## src/hw/rtl/sjis_text_to_glyph_address_defines.svh

```systemverilog
// assertion macros used by the shift-jis glyph address top level
`ifndef SJIS_TEXT_TO_GLYPH_ADDRESS_DEFINES_SVH
`define SJIS_TEXT_TO_GLYPH_ADDRESS_DEFINES_SVH

// same-cycle implication, checked on every clock once reset is released
`define SJIS_ASSERT_NOW(label, ante, cons, msg) \
    label: assert property (@(posedge i_clk) disable iff (!i_rst_n) \
        (ante) |-> (cons)) else $error(msg);

// next-cycle implication
`define SJIS_ASSERT_NEXT(label, ante, cons, msg) \
    label: assert property (@(posedge i_clk) disable iff (!i_rst_n) \
        (ante) |=> (cons)) else $error(msg);

`endif

```

## src/hw/rtl/sjis_pkg.sv

```systemverilog
// shared types, constants and code range table for the shift-jis glyph address block
`default_nettype none

package sjis_pkg;

    localparam int ByteW           = 8;
    localparam int PenW            = 12;
    localparam int CodeW           = 16;
    localparam int AddrW           = 17;
    localparam int IdxW            = 13;
    localparam int ApbAddrW        = 3;
    localparam int ApbDataW        = 32;
    localparam int CharWidthDefault = 8;
    localparam int RangeCount      = 51;

    localparam logic [PenW-1:0]  PenMax     = '1;
    localparam logic [AddrW-1:0] HalfBase   = 17'd104670;
    localparam logic [ByteW-1:0] FirstGlyph = 8'h21;
    localparam logic [ByteW-1:0] LeadLoA    = 8'h81;
    localparam logic [ByteW-1:0] LeadHiA    = 8'h9f;
    localparam logic [ByteW-1:0] LeadLoB    = 8'he0;

    // register index of font_loaded
    localparam logic RegFontLoaded = 1'b0;

    typedef enum logic [1:0] {
        KIND_NONE = 2'd0,
        KIND_HALF = 2'd1,
        KIND_FULL = 2'd2,
        KIND_END  = 2'd3
    } t_kind;

    typedef logic [CodeW-1:0] t_code_arr [RangeCount];

    typedef struct packed {
        logic             hit;
        logic [AddrW-1:0] addr;
    } t_full_lookup;

    localparam t_code_arr RangeLo = '{
        16'h8140, 16'h8180, 16'h81b8, 16'h81c8, 16'h81da, 16'h81f0, 16'h81fc, 16'h824f,
        16'h8260, 16'h8281, 16'h829f, 16'h8340, 16'h8380, 16'h839f, 16'h83bf, 16'h8440,
        16'h8470, 16'h8480, 16'h849f, 16'h889f, 16'h8940, 16'h8980, 16'h8a40, 16'h8a80,
        16'h8b40, 16'h8b80, 16'h8c40, 16'h8c80, 16'h8d40, 16'h8d80, 16'h8e40, 16'h8e80,
        16'h8f40, 16'h8f80, 16'h9040, 16'h9080, 16'h9140, 16'h9180, 16'h9240, 16'h9280,
        16'h9340, 16'h9380, 16'h9440, 16'h9480, 16'h9540, 16'h9580, 16'h9640, 16'h9680,
        16'h9740, 16'h9780, 16'h9840
    };

    localparam t_code_arr RangeHi = '{
        16'h817e, 16'h81ac, 16'h81bf, 16'h81ce, 16'h81e8, 16'h81f7, 16'h81fc, 16'h8258,
        16'h8279, 16'h829a, 16'h82f1, 16'h837e, 16'h8396, 16'h83b6, 16'h83d6, 16'h8460,
        16'h847e, 16'h8491, 16'h84be, 16'h88fc, 16'h897e, 16'h89fc, 16'h8a7e, 16'h8afc,
        16'h8b7e, 16'h8bfc, 16'h8c7e, 16'h8cfc, 16'h8d7e, 16'h8dfc, 16'h8e7e, 16'h8efc,
        16'h8f7e, 16'h8ffc, 16'h907e, 16'h90fc, 16'h917e, 16'h91fc, 16'h927e, 16'h92fc,
        16'h937e, 16'h93fc, 16'h947e, 16'h94fc, 16'h957e, 16'h95fc, 16'h967e, 16'h96fc,
        16'h977e, 16'h97fc, 16'h9872
    };

    // per range: (codes in earlier ranges - range low), modulo 2^16
    function automatic t_code_arr calc_offsets();
        t_code_arr        offs;
        logic [CodeW-1:0] seen_codes;
        seen_codes = '0;
        for (int r = 0; r < RangeCount; r++) begin
            offs[r]    = seen_codes - RangeLo[r];
            seen_codes = seen_codes + (RangeHi[r] - RangeLo[r]) + 16'd1;
        end
        return offs;
    endfunction

    localparam t_code_arr RangeOffset = calc_offsets();

endpackage

`default_nettype wire

```

## src/hw/rtl/sjis_full_lookup.sv

```systemverilog
// double-byte code to full-width glyph rom address
`default_nettype none

module sjis_full_lookup (
    input  logic [sjis_pkg::CodeW-1:0] i_code,
    output sjis_pkg::t_full_lookup     o_lookup
);
    import sjis_pkg::*;

    logic [RangeCount-1:0] w_hit;
    logic [CodeW-1:0]      w_offset;
    logic [CodeW-1:0]      w_sum;
    logic [IdxW-1:0]       w_idx;
    logic [AddrW:0]        w_addr;

    // ranges are disjoint, so at most one hit and the offsets can be or-ed
    always_comb begin
        w_offset = '0;
        for (int r = 0; r < RangeCount; r++) begin
            w_hit[r] = (i_code >= RangeLo[r]) && (i_code <= RangeHi[r]);
            if (w_hit[r]) begin
                w_offset = w_offset | RangeOffset[r];
            end
        end
    end

    assign w_sum  = i_code + w_offset;
    assign w_idx  = w_sum[IdxW-1:0];
    // index * 30 as index * 32 - index * 2
    assign w_addr = {w_idx, 5'b0} - {4'b0, w_idx, 1'b0};

    assign o_lookup.hit  = |w_hit;
    assign o_lookup.addr = w_addr[AddrW-1:0];

endmodule

`default_nettype wire

```

## src/hw/rtl/sjis_text_to_glyph_address.sv

```systemverilog
// top level: shift-jis byte stream to glyph rom address and pen position
//
// channel    dir  handshake                 payload
// --------   ---  ------------------------  -----------------------------------------
// text in    in   i_in_valid / o_in_ready   i_text_byte, i_string_start, i_start_x,
//                                           i_render_half
// result     out  o_out_valid / i_out_ready o_result_kind, o_font_address, o_char_x
// config     in   apb psel/penable/pready   paddr, pwdata, prdata (font_loaded)
//
// one byte is taken every cycle while o_in_ready is high; each byte is registered in the
// decode stage, then looked up in the table lookup stage and registered as the result
// a lead byte produces no result transaction, every other byte produces one
// the lead/pen state updates at the input transaction, so bytes stream back to back
// a stalled result holds the lookup stage; input stalls only when both stages are full
// synchronous active-low reset clears the pen, the pending lead and font_loaded
`default_nettype none
`include "sjis_text_to_glyph_address_defines.svh"

module sjis_text_to_glyph_address #(
    parameter int CHAR_WIDTH = sjis_pkg::CharWidthDefault
) (
    input  logic                          i_clk,
    input  logic                          i_rst_n,
    // text byte transaction
    input  logic                          i_in_valid,
    output logic                          o_in_ready,
    input  logic [sjis_pkg::ByteW-1:0]    i_text_byte,
    input  logic                          i_string_start,
    input  logic [sjis_pkg::PenW-1:0]     i_start_x,
    input  logic                          i_render_half,
    // result transaction
    output logic                          o_out_valid,
    input  logic                          i_out_ready,
    output logic [1:0]                    o_result_kind,
    output logic [sjis_pkg::AddrW-1:0]    o_font_address,
    output logic [sjis_pkg::PenW-1:0]     o_char_x,
    // register port
    input  logic                          psel,
    input  logic                          penable,
    input  logic                          pwrite,
    input  logic [sjis_pkg::ApbAddrW-1:0] paddr,
    input  logic [sjis_pkg::ApbDataW-1:0] pwdata,
    output logic [sjis_pkg::ApbDataW-1:0] prdata,
    output logic                          pready
);
    import sjis_pkg::*;

    // pen steps; sum is one bit wider than the pen so overflow is visible
    localparam logic [PenW:0] StepHalf = (PenW+1)'(CHAR_WIDTH);
    localparam logic [PenW:0] StepFull = (PenW+1)'(2 * CHAR_WIDTH);

    // ---------------- register port ----------------
    logic r_font_loaded;
    logic w_cfg_wr;

    assign pready   = 1'b1;
    assign w_cfg_wr = psel && penable && pwrite;

    always_ff @(posedge i_clk) begin
        if (!i_rst_n) begin
            r_font_loaded <= 1'b0;
        end else if (w_cfg_wr && (paddr[ApbAddrW-1] == RegFontLoaded)) begin
            r_font_loaded <= pwdata[0];
        end
    end

    // only one register, at the addresses with the top bit clear; the rest read as zero
    always_comb begin
        prdata = '0;
        if (paddr[ApbAddrW-1] == RegFontLoaded) begin
            prdata[0] = r_font_loaded;
        end
    end

    // ---------------- handshake and stage enables ----------------
    logic r_s1_valid;
    logic r_out_valid;
    logic w_out_load;   // result register may take the lookup stage
    logic w_s1_load;    // decode register may take a new byte
    logic w_in_fire;

    assign w_out_load = !r_out_valid || i_out_ready;
    assign w_s1_load  = !r_s1_valid || w_out_load;
    assign w_in_fire  = i_in_valid && w_s1_load;
    assign o_in_ready = w_s1_load;

    // ---------------- decode at the input transaction ----------------
    logic              r_lead_pending;
    logic [ByteW-1:0]  r_lead_byte;
    logic [PenW-1:0]   r_pen_x;

    logic              w_cur_pend;
    logic [PenW-1:0]   w_cur_pen;
    logic              w_is_lead;
    logic              w_has_result;
    logic              w_store_lead;
    t_kind             w_kind;
    logic [PenW:0]     w_step;
    logic [PenW:0]     w_pen_sum;
    logic [PenW-1:0]   n_pen_x;

    // string start loads the pen and drops a pending lead before the byte is handled
    assign w_cur_pend = i_string_start ? 1'b0 : r_lead_pending;
    assign w_cur_pen  = i_string_start ? i_start_x : r_pen_x;
    assign w_is_lead  = ((i_text_byte >= LeadLoA) && (i_text_byte <= LeadHiA))
                        || (i_text_byte >= LeadLoB);

    always_comb begin
        w_has_result = 1'b1;
        w_store_lead = 1'b0;
        w_kind       = KIND_NONE;
        w_step       = '0;
        priority if (i_text_byte == '0) begin
            // terminator: report the pen, keep it
            w_kind = KIND_END;
        end else if (w_cur_pend) begin
            // trail byte, any nonzero value completes the pair
            w_kind = KIND_FULL;
            w_step = StepFull;
        end else if (w_is_lead) begin
            w_has_result = 1'b0;
            w_store_lead = 1'b1;
        end else begin
            w_kind = KIND_HALF;
            w_step = StepHalf;
        end
    end

    // saturating pen advance
    assign w_pen_sum = {1'b0, w_cur_pen} + w_step;
    assign n_pen_x   = w_pen_sum[PenW] ? PenMax : w_pen_sum[PenW-1:0];

    always_ff @(posedge i_clk) begin
        if (!i_rst_n) begin
            r_lead_pending <= 1'b0;
            r_pen_x        <= '0;
        end else if (w_in_fire) begin
            r_lead_pending <= w_store_lead;
            r_pen_x        <= n_pen_x;
        end
    end

    always_ff @(posedge i_clk) begin
        if (w_in_fire && w_store_lead) begin
            r_lead_byte <= i_text_byte;
        end
    end

    // decode stage register
    t_kind             r_s1_kind;
    logic [CodeW-1:0]  r_s1_code;   // full code, or byte in the low half
    logic              r_s1_draw;   // half-width glyph allowed by the stream
    logic [PenW-1:0]   r_s1_x;

    always_ff @(posedge i_clk) begin
        if (!i_rst_n) begin
            r_s1_valid <= 1'b0;
        end else if (w_s1_load) begin
            r_s1_valid <= w_in_fire && w_has_result;
        end
    end

    always_ff @(posedge i_clk) begin
        if (w_in_fire) begin
            r_s1_kind <= w_kind;
            r_s1_code <= {(w_cur_pend ? r_lead_byte : {ByteW{1'b0}}), i_text_byte};
            r_s1_draw <= i_render_half && (i_text_byte >= FirstGlyph);
            r_s1_x    <= w_cur_pen;
        end
    end

    // ---------------- lookup stage ----------------
    t_full_lookup      w_full;
    t_kind             w_out_kind;
    logic [AddrW-1:0]  w_out_addr;
    logic [ByteW-1:0]  w_half_ofs;
    logic [AddrW-1:0]  w_half_mul;

    sjis_full_lookup u_full_lookup (
        .i_code   (r_s1_code),
        .o_lookup (w_full)
    );

    // half-width glyph: base + (c - 0x21) * 15, times 15 as times 16 minus one
    assign w_half_ofs = r_s1_code[ByteW-1:0] - FirstGlyph;
    assign w_half_mul = {5'b0, w_half_ofs, 4'b0} - {9'b0, w_half_ofs};

    always_comb begin
        w_out_kind = KIND_NONE;
        w_out_addr = '0;
        unique case (r_s1_kind)
            KIND_END: begin
                w_out_kind = KIND_END;
            end
            KIND_FULL: begin
                if (w_full.hit && r_font_loaded) begin
                    w_out_kind = KIND_FULL;
                    w_out_addr = w_full.addr;
                end
            end
            KIND_HALF: begin
                if (r_s1_draw && r_font_loaded) begin
                    w_out_kind = KIND_HALF;
                    w_out_addr = HalfBase + w_half_mul;
                end
            end
            default: begin
                w_out_kind = KIND_NONE;
            end
        endcase
    end

    // result register
    t_kind             r_out_kind;
    logic [AddrW-1:0]  r_out_addr;
    logic [PenW-1:0]   r_out_x;

    always_ff @(posedge i_clk) begin
        if (!i_rst_n) begin
            r_out_valid <= 1'b0;
        end else if (w_out_load) begin
            r_out_valid <= r_s1_valid;
        end
    end

    always_ff @(posedge i_clk) begin
        if (w_out_load && r_s1_valid) begin
            r_out_kind <= w_out_kind;
            r_out_addr <= w_out_addr;
            r_out_x    <= r_s1_x;
        end
    end

    assign o_out_valid    = r_out_valid;
    assign o_result_kind  = r_out_kind;
    assign o_font_address = r_out_addr;
    assign o_char_x       = r_out_x;

    // ---------------- checks ----------------
    `SJIS_ASSERT_NOW(a_no_glyph_zero_addr,
        r_out_valid && ((r_out_kind == KIND_NONE) || (r_out_kind == KIND_END)),
        r_out_addr == '0, "non-glyph result carries a nonzero address")
    `SJIS_ASSERT_NOW(a_no_font_no_glyph,
        r_out_valid && !r_font_loaded,
        (r_out_kind != KIND_HALF) && (r_out_kind != KIND_FULL),
        "glyph produced while font not loaded")
    `SJIS_ASSERT_NEXT(a_lead_held,
        w_in_fire && w_store_lead,
        r_lead_pending && (r_lead_byte == $past(i_text_byte)),
        "lead byte not held after transaction")
    `SJIS_ASSERT_NEXT(a_pen_monotonic,
        w_in_fire && !i_string_start,
        r_pen_x >= $past(r_pen_x), "pen moved backward without string start")

endmodule

`default_nettype wire

```

## config.mk

```make
export PLATFORM = sky130hd
export DESIGN_NAME = sjis_text_to_glyph_address
export DESIGN_NICKNAME = d
export VERILOG_FILES = /design/src/hw/rtl/sjis_pkg.sv /design/src/hw/rtl/sjis_full_lookup.sv /design/src/hw/rtl/sjis_text_to_glyph_address.sv
export VERILOG_INCLUDE_DIRS = /design/src /design/src/hw/rtl
export SDC_FILE = /design/constraint.sdc
export NUM_CORES = 1
export LEC_CHECK = 0
export BUFFER_PORTS_ARGS = -buffer_cell sky130_fd_sc_hd__buf_2
export CORE_MARGIN = 2
export CORE_UTILIZATION = 45
export CTS_CLUSTER_DIAMETER = 100
export DETAILED_ROUTE_END_ITERATION = 16
export PLACE_DENSITY = 0.66
export SKIP_CTS_REPAIR_TIMING = 1
export SYNTH_ARGS = -nofsm -noshare
export SYNTH_HDL_FRONTEND = slang
export SYNTH_SLANG_ARGS = --single-unit
```

## constraint.sdc

```tcl
create_clock -name i_clk -period 7.6 [get_ports i_clk]
set_input_delay 1.14 -clock i_clk [delete_from_list [all_inputs] [get_ports i_clk]]
set_output_delay 1.14 -clock i_clk [all_outputs]
set_load 0.02 [all_outputs]
```

---- Word level (Yosys, flattened, before mapping) ----
Cells that the tools add are included.
storage, ports and cells
  logic and storage cells ................. 301
  input port bits ......................... 64
  register bits after elaboration ......... 86
  output and inout bits ................... 66
cells by class
  $add $sub $neg .......................... 6
  magnitude comparators ................... 106
  equality and inequality tests ........... 7
  reductions and logical operators ........ 69
  bitwise operators ....................... 1
  muxes and demuxes ....................... 98
operator list
  kind                      count
  $ge A16 B16 Y1 const B    51
  $le A16 B16 Y1 const B    51
  $mux W13                  56
  $mux W17                  4
  $logic_and A1 B1 Y1       62
  $reduce_or A51 Y1         1
  $mux W12                  4
  $pmux W17 S2              1
  $mux W1                   24
  $add A16 B13 Y17 const A  1
  $sub A17 B14 Y17          1
  $ge A8 B8 Y1 const B      2
  $mux W2                   7
  $add A12 B13 Y13          1
  $add A13 B13 Y13          1
  $sub A12 B8 Y13           1
  $ge A8 B6 Y1 const B      1
  $le A8 B8 Y1 const B      1
  $logic_not A8 Y1          1
  $ne A2 B1 Y1 const B      4
  $sub A8 B6 Y8 const B     1
  $pmux W2 S3               1
  $eq A2 B2 Y1 const B      2
  $mux W4                   1
  4 further kinds           7

---- Logic depth before layout (Yosys ltp) ----
Gate-level depths: netlist of the first run.
  depth in word-level cells ............... 58
  depth in mapped cells ................... 28
  gate-level depth less buffers ........... 27

---- By module ----
Synthesis of the first run repeated with hierarchy kept, for this count alone.
second synthesis, totals
  cell total of the unflattened synthesis .. 1058
  area, all modules ....................... 8857.2 um2
modules (own cells, without submodules)
  module                      cells each  instances  area an instance (um2)
  sjis_text_to_glyph_address  458         1          4936.0
  sjis_full_lookup            600         1          3921.3

---- Worst setup path before layout of the first run ----
Ideal clock, no wire load.
  kind .................................... reg-to-reg
  start ................................... register r_s1_code[0]
  end ..................................... register r_out_addr[15], in the netlist o_font_address[15] (data pin)
  period minus slack after synthesis ...... 6.164 ns
  buffers on the path ..................... 1
  setup slack ............................. 1.436 ns
  cell stages (with the launch flop) ...... 27
  arrival ................................. 5.885 ns
  cells stage by stage .................... edfxtp_1 clkbuf_1 inv_1 ha_1 or4b_1 or4_1 nand4_1 a22o_1 nand4_1 nor4bb_1 nand4b_1 or3_1 fa_1 a21o_1 a21oi_1 o211ai_1 a31o_2 a21oi_1 xnor2_1 ha_1 nand3_1 o22ai_1 a211oi_1 nand2b_1 nand3b_1 xnor2_1 o21ai_0
on the way
  cells in the longest elaborated chain, start to end .. 58
RTL lines
  element                                           RTL line                           RTL
  from (decl)                                       sjis_text_to_glyph_address.sv:151  logic [CodeW-1:0] r_s1_code;
  from (signal assigned)                            sjis_text_to_glyph_address.sv:166  r_s1_code <= {(w_cur_pend ? r_lead_byte : {ByteW{1'b0}}), i_text_byte};
  $ge A16 B16 Y1 or $le A16 B16 Y1 (tied branches)  sjis_full_lookup.sv:20             w_hit[r] = (i_code >= RangeLo[r]) && (i_code <= RangeHi[r]);
  $logic_and A1 B1 Y1                               sjis_full_lookup.sv:20
  $mux W13 (51 in series)                           sjis_full_lookup.sv:21             if (w_hit[r]) begin
  $add A13 B13 Y13                                  sjis_full_lookup.sv:27             assign w_sum = i_code + w_offset;
  $sub A17 B14 Y17                                  sjis_full_lookup.sv:30             assign w_addr = {w_idx, 5'b0} - {4'b0, w_idx, 1'b0};
  $mux W17                                          sjis_text_to_glyph_address.sv:196  if (w_full.hit && r_font_loaded) begin
  $mux W17                                          sjis_text_to_glyph_address.sv:191  unique case (r_s1_kind)
  $pmux W17 S2 *                                    sjis_text_to_glyph_address.sv:191
  via w_out_addr[15]                                sjis_text_to_glyph_address.sv:175  logic [AddrW-1:0] w_out_addr;
  to (signal assigned)                              sjis_text_to_glyph_address.sv:229  r_out_addr <= w_out_addr;
  to (decl)                                         sjis_text_to_glyph_address.sv:215  logic [AddrW-1:0] r_out_addr;
Mark *: on every way through the listed nets, which the timed path passes. The rest lies on a longest branch. The select of a mux whose other input is x is not followed.
A chain may end at the register's enable or synchronous reset.

---- Final worst setup path of the first run ----
  start ................................... register r_s1_code[1]
  end ..................................... register r_out_addr[15], in the netlist o_font_address[15] (data pin)
Same word-level chain as after synthesis.

==> results of run 1 <==
area by class of cell:
| cell class | instances | share of cell area |
|---|---|---|
| multi-input cells | 748 | 0.578 |
| flip-flops and latches | 86 | 0.275 |
| well taps | 225 | 0.0320 |
| clock buffers | 9 | 0.0256 |
| repair buffers | 94 | 0.0620 |
| inverters | 37 | 0.0158 |
| clock inverters | 7 | 0.0115 |
registers in the layout, indices dropped and copies added, names as in the netlist, 2 cells and up:
| register | cells |
|---|---|
| o_font_address | 17 |
| o_char_x | 12 |
| r_s1_kind | 2 |
| o_result_kind | 2 |
| r_lead_byte | 8 |
| r_pen_x | 12 |
| r_s1_code | 16 |
| r_s1_x | 12 |
per-layer routing:
layer	up-vias	track usage
li1	3551	-
met1	3622	0.367
met2	454	0.425
met3	74	0.0688
met4	0	0.118
met5	-	0
logic make-up (layout without fill, tap and decap cells):
group | Yosys count | in the layout | synth area share
compound gates | 235 | 235 | 0.208
xor+xnor | 55 | 55 | 0.0611
fa+ha+maj | 40 | 40 | 0.0644
buf+inv | 118 | 147 | 0.0760
flops | 86 | 86 | 0.303
mux | 15 | 15 | 0.0200
other cells | 2 | 32 | 0.000938
simple gates | 371 | 371 | 0.267
report_power, final:
part	leakage (nW)	switching [W]	internal (W)
Sequential	0.813	0.0000238	0.000537
Clock	0.160	0.000190	0.000293
Combinational	2.57	0.000434	0.000292
placed cells by master (no fill, tap or decap), types with 13 or more instances in the layout:
master / netlist / layout
nand4_1: 26 / 26
edfxtp_1: 70 / 70
nor4_1: 14 / 14
xnor2_1: 36 / 36
a21o_1: 13 / 13
nand3_1: 38 / 38
and2_1: 19 / 19
buf_4: 33 / 30
and3_1: 16 / 16
conb_1: 2 / 32
a21oi_1: 45 / 45
nand2_1: 65 / 65
xor2_1: 18 / 18
inv_1: 36 / 36
o22ai_1: 21 / 21
nor3_1: 39 / 39
ha_1: 38 / 38
a31oi_1: 15 / 15
nor2_1: 54 / 54
o21ai_0: 36 / 36
dfxtp_1: 16 / 16
buf_2: 21 / 64
worst max-delay path, delay by kind of cell, from the launching register on:
kind | cells | cell delay [ns]
and+or+nand+nor | 10 | 2.37
adders and majority gates | 3 | 1.03
AOI/OAI and AO/OA | 11 | 2.22
buffers and inverters | 1 | 0.18
DFF | 1 | 0.42
xor gates and xnor gates | 1 | 0.14
stage by stage:
stage | instance area, µm² | hold slack [ns]
global placement | 8480 | 0.402
CTS | 8800 | 0.420
detailed placement | 8480 | 0.405
floorplan | 8120 | 0.400
finish | 8800 | 0.419
global route | 8800 | 0.426
worst max-delay path by stage:
| stage | from | to | slack [ns] | depth (start not counted) |
|---|---|---|---|---|
| floorplan | r_s1_code[0] | o_font_address[15] | 1.44 | 26 |
| finish | r_s1_code[1] | o_font_address[15] | 0.96 | 26 |
| global placement | r_s1_code[1] | o_font_address[15] | 1.04 | 26 |
| detailed placement | r_s1_code[1] | o_font_address[15] | 1.04 | 25 |
| global route | r_s1_code[1] | o_font_address[15] | 0.53 | 26 |
| CTS | r_s1_code[1] | o_font_address[15] | 1.00 | 25 |
==> flow_summary_export.csv, run 1 <==
group,metric,value,unit
timing,slew_viol_final,0,
final_layout,n_antenna_cell,0,
global_route,grt_max_degree,43,
detailed_routing,drc,0,
detailed_routing,ant_nets,0,
final_layout,fin_util,0.507,
timing,period_share,0.874,
detailed_routing,wl_per_cell,21.5,µm
final_layout,seqCellArea,2420,µm²
placed_design,port_buffers,64,
floorplan,start_util,0.461,
detailed_routing,wl_met2,11500,µm
detailed_routing,routed_via_density,6.39,
timing,fmax,151,MHz
global_route,grt_pass1_vias,7157,
worst_hold_path,hold_path_startpoint,"r_s1_x[4]",
detailed_routing,wl_met1,11100,µm
synth,synthFlopType,"edfxtp_1",
worst_hold_path,min_path_cells,0,
timing,fin_ws,0.956,ns
floorplan,die_h,137,µm
clocking,h-tree-depth,3,
final_layout,finalNetCount,1080,
worst_setup_path,cp_slowest_cell,"or4b_1",
worst_setup_path,crit_path_max_incr_delay,0.48,ns
placed_design,dp_slack,1.04,ns
run,drv_cap,0,
power_and_ir_drop,powerDensity,201,nW/µm²
global_route,antenna_found_initial,0,
clocking,clk_latency,0.35,ns
detailed_routing,wl_met3,2460,µm
synth,syn_inst,922,
synth,ys_ff_latch,86,
worst_setup_path,cp.required,7.65,ns
synth,synthTopCellsByCount,"edfxtp_1, nand2_1, nor2_1",
timing,setup_viol,0,
worst_setup_path,cp-end-kind,"flip-flop",
synth,synth.top_cell.area_share,0.263,
clocking,cts_made_buffers,9,
placed_design,gp_congestion,1.02,
timing,skew,0.0104,ns
floorplan,die_area,18900,µm²
placed_design,dp.cells,1190,
worst_setup_path,ff2ff_path_depth,26,
worst_setup_path,worstSetupPathType,"flip-flop to flip-flop",
global_route,grt_pass1_wl,39400,µm
placed_design,post-dp-hpwl,19700,µm
detailed_routing,drt_first_pass_iters,6,
floorplan,ioPinCount,130,
worst_setup_path,r2r_end,"o_font_address[15]",
clocking,root_buffer,"clkbuf_16",
detailed_routing,top_layer,"met4",
timing,tightest_slew,0.913,ns
power_and_ir_drop,irDropWorstVdd,0.000168,V
detailed_routing,drtIter0Drc,845,
synth,synth_edf_count,70,
final_layout,multi_input_area,5090,µm²
run_status,status,"completed",
clocking,cts_tree,"yes",
global_route,gr-usage-all-layers,0.276,
synth,synthesis.area,8010,µm²
synth,ys_types,94,
floorplan,die_x,137,µm
global_route,globalRouteOverflowTotal,0,
timing,post-route-min-period,6.64,ns
clocking,clk_path_buf_depth,2,
timing,slew_headroom,0.383,
final_layout,drive_above_1_share,0.171,
detailed_routing,wl,25900,µm
final_layout,area_growth,9.99,%
worst_setup_path,arrival,6.69,ns
clocking,clk_pin_slew_worst_paths,0.06,ns
floorplan,core_area,17400,µm²
synth,async_reset_ff_frac,0,
floorplan,placement_rows,48,
synth,avgSynthCellArea,8.68,µm²
detailed_routing,vias,7701,
final_layout,fillers,1654,
worst_hold_path,worst_hold_path_type,"flip-flop to flip-flop",
synth,synth_top_cell_by_area,"edfxtp_1",
worst_setup_path,r2r_slack,0.96,ns
worst_hold_path,min_to,"o_char_x[4]",
synth,synth.most_common_cell,"edfxtp_1",
power_and_ir_drop,power,0.00177,W
synth,yosysWarningCount,0,
power_and_ir_drop,p_leak,3.55,nW
worst_setup_path,reg2reg_from,"r_s1_code[1]",
timing,rsz0062_at_grt,"no",
timing,finalHoldViolCount,0,
synth,netlist_top_cells_area,"edfxtp_1, ha_1, dfxtp_1",
timing,tns,0,ns
worst_setup_path,start_kind,"flip-flop",
clocking,clock_sinks,86,
final_layout,final_cell_count_no_fill,1206,
worst_setup_path,crit_fanout,6,
synth,yosysSeqAreaShare,0.303,
Power figures use the tool's default switching activity.
==> inputs of run 2 (changes only) <==
--- a/config.mk
+++ b/config.mk
@@ -11,7 +11,8 @@
 export CORE_UTILIZATION = 45
 export CTS_CLUSTER_DIAMETER = 100
 export DETAILED_ROUTE_END_ITERATION = 16
-export PLACE_DENSITY = 0.66
+export PLACE_DENSITY = 0.68
+export RECOVER_POWER = 100
 export SKIP_CTS_REPAIR_TIMING = 1
 export SYNTH_ARGS = -nofsm -noshare
 export SYNTH_HDL_FRONTEND = slang
==> constraint.sdc (replaced) <==
create_clock -name i_clk -period 5.6 [get_ports i_clk]
set_input_delay 0.84 -clock i_clk [delete_from_list [all_inputs] [get_ports i_clk]]
set_output_delay 0.84 -clock i_clk [all_outputs]
set_load 0.02 [all_outputs]
==> flow_summary_export.csv, run 2 (synthesized netlist as in run 1, its figures left out) <==
group,metric,value,unit
placed_design,port_buffers,64,
power_and_ir_drop,power_frac_comb,0.523,
final_layout,n_antenna_cell,0,
clocking,cts_tree,"yes",
detailed_routing,wl_per_cell,21.1,µm
worst_setup_path,start_kind,"flip-flop",
run,drv_cap,2,
power_and_ir_drop,power.share.clock,0.223,
floorplan,die_x,137,µm
power_and_ir_drop,power_switching,0.00108,W
timing,tightest_slew,2.07,ns
timing,rsz0062_at_grt,"yes",
timing,period_share,1.05,
floorplan,die_h,137,µm
final_layout,layout_common_cells,"buf_4, edfxtp_1, nand2_1",
floorplan,ioPinCount,130,
final_layout,largest_reg_flops,17,
placed_design,gp_congestion,1.05,
detailed_routing,vias,8614,
final_layout,final_cell_count_no_fill,1430,
worst_setup_path,crit_fanout,5,
final_layout,drive_above_1_share,0.315,
detailed_routing,wl,30200,µm
power_and_ir_drop,seqPwrFrac,0.254,
timing,slew_viol_final,75,
run_status,violations,"max-capacitance violations, max-slew violations, negative setup slack",
final_layout,layout_commonest_cell,"buf_4",
clocking,clock_sinks,86,
global_route,gr-usage-all-layers,0.319,
placed_design,dp.cells,1401,
detailed_routing,drt_first_pass_iters,5,
clocking,clk_path_buf_depth,2,
final_layout,area_growth,34.6,%
floorplan,die_area,18900,µm²
final_layout,fin_util,0.621,
timing,slew_headroom,-0.379,
worst_setup_path,cp-end-kind,"flip-flop",
floorplan,placement_rows,48,
final_layout,fillers,1525,
worst_setup_path,arrival,5.96,ns
worst_setup_path,cp.required,5.65,ns
floorplan,start_util,0.461,
detailed_routing,routed_via_density,6.02,
detailed_routing,drc,0,
final_layout,finalNetCount,1304,
timing,post-route-min-period,5.90,ns
timing,finalHoldViolCount,0,
worst_setup_path,worstSetupPathType,"flip-flop to flip-flop",
detailed_routing,drtIter0Drc,864,
detailed_routing,ant_nets,0,
timing,skew,0.00959,ns
power_and_ir_drop,power,0.00295,W
power_and_ir_drop,powerDensity,273,nW/µm²
global_route,grt_pass1_wl,45300,µm
power_and_ir_drop,power.internal,0.00186,W
clocking,cts_made_buffers,9,
timing,fmax,169,MHz
global_route,grt_pass1_vias,8012,
worst_hold_path,worst_hold_path_type,"flip-flop to flip-flop",
power_and_ir_drop,p_leak,4.56,nW
power_and_ir_drop,irDropWorstVdd,0.000251,V
clocking,clk_latency,0.35,ns
clocking,clk_pin_slew_worst_paths,0.06,ns
global_route,antenna_found_initial,0,
clocking,h-tree-depth,3,
run_status,status,"finished, violations left",
global_route,globalRouteOverflowTotal,0,
floorplan,core_area,17400,µm²
timing,fin_ws,-0.302,ns
placed_design,post-dp-hpwl,23600,µm
timing,setup_viol,5,
clocking,root_buffer,"clkbuf_16",
global_route,grt_max_degree,43,
power_and_ir_drop,power.share.switching,0.367,
==> run 2: cell types whose count changed in the layout (fill, tap and decap cells not counted), sizes merged <==
| cell | change |
|---|---|
| buf | +179 |
| clkinvlp | +1 |
| clkbuf | +46 |
| inv | -1 |
| clkinv | -1 |
==> run 2: layout make-up <==
class	count	area, µm²	share of cell area
inverter	37	144	0.0134
timing repair buffer	318	2240	0.208
clock inverter	6	93.8	0.00871
clock buffer	10	229	0.0213
sequential	86	2420	0.225
tap	225	282	0.0261
multi-input combinational	748	5360	0.497
==> run 2: routing by layer <==
metal,GRT usage,part of all wire
met4,0.102,0.031
met1,0.440,0.42
met3,0.0751,0.10
met5,0,0
met2,0.494,0.45
==> run 2: power groups by stage <==
stage               Combinational [W]  Sequential, W  Clock [W]
floorplan                    0.000811       0.000769          0
CTS                           0.00132       0.000747   0.000664
global route                  0.00165       0.000750   0.000691
detailed placement            0.00130       0.000761          0
finish                        0.00154       0.000747   0.000658
global placement              0.00129       0.000759          0
==> run 2: metrics by stage <==
step	TNS (ns)	setup slack (ns)	area (µm²)	hold WS (ns)
2_1_floorplan	-0.104	-0.0549	8210	0.400
3_5_place_dp	-1.16	-0.323	10200	0.405
3_3_place_gp	-0.764	-0.242	10200	0.401
6_report	-1.01	-0.302	10800	0.417
5_1_grt	-2.18	-0.501	10800	0.431
4_1_cts	-1.78	-0.351	10500	0.419
==> run 2: path summary, 6_finish.rpt <==
check	from	end	slack [ns]	depth (start not counted)
min	r_s1_x[4]	o_char_x[4]	0.42	0
max reg2reg	r_s1_code[6]	o_font_address[16]	-0.30	27
min reg2reg	r_s1_x[4]	o_char_x[4]	0.42	0
max	r_s1_code[6]	o_font_address[16]	-0.30	27
==> run 2: worst max-delay path, stage by stage, from the launching register on <==
cell      delay, ns
edfxtp_1       0.50
buf_4          0.20
buf_4          0.14
nor4bb_1       0.13
buf_4          0.16
buf_4          0.14
nor4b_1        0.14
o22ai_1        0.35
nand4_1        0.15
nor4bb_1       0.29
nand4b_1       0.16
or3_4          0.45
ha_4           0.24
a211oi_4       0.25
o21bai_1       0.11
a31oi_1        0.26
o21ai_1        0.11
or3_1          0.34
nand2_2        0.12
ha_4           0.21
a21o_1         0.21
a21oi_2        0.19
o22ai_2        0.11
o21a_1         0.18
nor2_2         0.12
nand4_1        0.10
xnor2_1        0.18
o21ai_1        0.08
==> inputs of run 3 (changes only) <==
--- a/config.mk
+++ b/config.mk
@@ -7,11 +7,13 @@
 export NUM_CORES = 1
 export LEC_CHECK = 0
 export BUFFER_PORTS_ARGS = -buffer_cell sky130_fd_sc_hd__buf_2
+export CELL_PAD_IN_SITES_DETAIL_PLACEMENT = 1
+export CELL_PAD_IN_SITES_GLOBAL_PLACEMENT = 2
 export CORE_MARGIN = 2
-export CORE_UTILIZATION = 45
+export CORE_UTILIZATION = 32
 export CTS_CLUSTER_DIAMETER = 100
 export DETAILED_ROUTE_END_ITERATION = 16
-export PLACE_DENSITY = 0.68
+export PLACE_DENSITY_LB_ADDON = 0.1
 export RECOVER_POWER = 100
 export SKIP_CTS_REPAIR_TIMING = 1
 export SYNTH_ARGS = -nofsm -noshare
==> flow_summary_export.csv, run 3 (synthesized netlist as in run 1, its figures left out) <==
group,metric,value,unit
final_layout,final_cell_count_no_fill,1507,
clocking,clk_latency,0.35,ns
placed_design,dp.cells,1487,
timing,fin_ws,-0.301,ns
final_layout,finish.instance_area,10700,µm²
worst_setup_path,crit_fanout,2,
floorplan,start_util,0.327,
run,drv_cap,2,
floorplan,core_area,24500,µm²
timing,finalHoldViolCount,0,
global_route,grt_pass1_vias,8667,
run_status,violations,"max-capacitance violations, max-slew violations, negative setup slack",
placed_design,gp_congestion,1.00,
clocking,clk_pin_slew_worst_paths,0.07,ns
timing,slew_viol_final,74,
detailed_routing,drtIter0Drc,623,
placed_design,placed_cell_area,10200,µm²
global_route,gr-usage-all-layers,0.253,
final_layout,drive_above_1_share,0.304,
worst_hold_path,hold_path_startpoint,"r_s1_x[7]",
worst_setup_path,cp.required,5.69,ns
clocking,cts_made_buffers,9,
power_and_ir_drop,p_leak,4.45,nW
final_layout,fillers,2953,
global_route,globalRouteOverflowTotal,0,
timing,fmax,169,MHz
timing,slew_headroom,-0.992,
clocking,root_buffer,"clkbuf_16",
detailed_routing,drc,0,
timing,setup_viol,6,
global_route,grt_max_degree,42,
floorplan,die_area,26300,µm²
detailed_routing,routed_via_density,5.56,
worst_setup_path,cp-startpoint,"r_s1_code[0]",
final_layout,n_antenna_cell,0,
final_layout,area_growth,33.9,%
timing,hold-worst-slack,0.422,ns
placed_design,port_buffers,64,
worst_setup_path,cp-end-kind,"flip-flop",
run_status,status,"finished, violations left",
placed_design,dp_slack,-0.494,ns
clocking,clock_sinks,86,
clocking,h-tree-depth,3,
global_route,grt_pass1_wl,50600,µm
worst_setup_path,reg2reg_from,"r_s1_code[0]",
power_and_ir_drop,irDropWorstVdd,0.000176,V
power_and_ir_drop,powerDensity,266,nW/µm²
detailed_routing,vias,8383,
worst_setup_path,arrival,6.00,ns
final_layout,layout_commonest_cell,"buf_4",
floorplan,die_x,162,µm
worst_hold_path,worst_hold_path_type,"flip-flop to flip-flop",
timing,tightest_slew,2.98,ns
floorplan,die_h,162,µm
placed_design,post-dp-hpwl,26800,µm
final_layout,largest_reg_flops,17,
detailed_routing,wl_per_cell,22.1,µm
worst_setup_path,worstSetupPathType,"flip-flop to flip-flop",
timing,post-route-min-period,5.90,ns
detailed_routing,ant_nets,0,
floorplan,placement_rows,57,
final_layout,finalNetCount,1282,
worst_setup_path,r2r_slack,-0.30,ns
global_route,antenna_found_initial,1,
timing,period_share,1.05,
floorplan,ioPinCount,130,
timing,skew,0.00799,ns
clocking,cts_tree,"yes",
final_layout,layout_common_cells,"buf_4, edfxtp_1, nand2_1",
worst_setup_path,start_kind,"flip-flop",
timing,rsz0062_at_grt,"yes",
detailed_routing,wl,33300,µm
detailed_routing,drt_first_pass_iters,5,
clocking,clk_path_buf_depth,2,
[run 3: per-layer routing]
layer / vias up / global-route usage / wire (µm)
met4: 0 / 0.0628 / 610
met3: 41 / 0.0426 / 2220
li1: 3938 / - / -
met5: - / 0 / 0
met2: 255 / 0.410 / 15200
met1: 4149 / 0.351 / 15300
[run 3: area by class of cell]
type	instances	area (µm²)	share of cell area
multi-input cells	748	5360	0.500
flip-flops and latches	86	2420	0.226
repair buffers	296	2080	0.194
well taps	324	405	0.0378
clock buffers	9	225	0.0210
inverters	37	144	0.0134
clock inverters	7	80.1	0.00747
[run 3: final timing paths]
path                   endpoint  cells after the start
max          o_font_address[14]                     27
min                 o_char_x[7]                      0
max reg2reg  o_font_address[14]                     27
min reg2reg         o_char_x[7]                      0
[run 3: through the flow]
stage	utilization	setup TNS, ns	total power, W
final	0.438	-1.11	0.00285
after global routing	0.438	-3.04	0.00303
after CTS	0.431	-3.14	0.00274
after detailed placement	0.419	-2.70	0.00210
after global placement	0.419	-1.15	0.00207
after floorplan	-	-0.104	0.00158
[run 3: worst max-delay path, cell delays in order, from the launching register on]
cell and delay (ns):
edfxtp_1 0.45, inv_4 0.09, ha_4 0.12, or4b_4 0.48, or4_4 0.43, nand4_1 0.11
a22o_1 0.17, nand4_1 0.14, nor4bb_2 0.33, nand4b_1 0.16, or3_4 0.46, ha_4 0.25
a211oi_4 0.26, o21bai_2 0.11, a31oi_4 0.22, o21ai_2 0.08, or3_4 0.35, nand2_4 0.09
ha_4 0.20, a21o_1 0.18, a21oi_2 0.16, o22ai_2 0.12, o21a_1 0.18, nor2_2 0.12
buf_4 0.12, o31ai_2 0.06, xnor2_1 0.15, nor2_1 0.06
[run 3: power breakdown]
| group | internal [W] | switching (W) | total [W] | leakage [nW] |
|---|---|---|---|---|
| combinational | 0.000695 | 0.000785 | 0.00148 | 3.49 |
| sequential | 0.000730 | 0.0000159 | 0.000745 | 0.813 |
| clock | 0.000352 | 0.000274 | 0.000626 | 0.148 |
| total | 0.00178 | 0.00108 | 0.00285 | 4.45 |
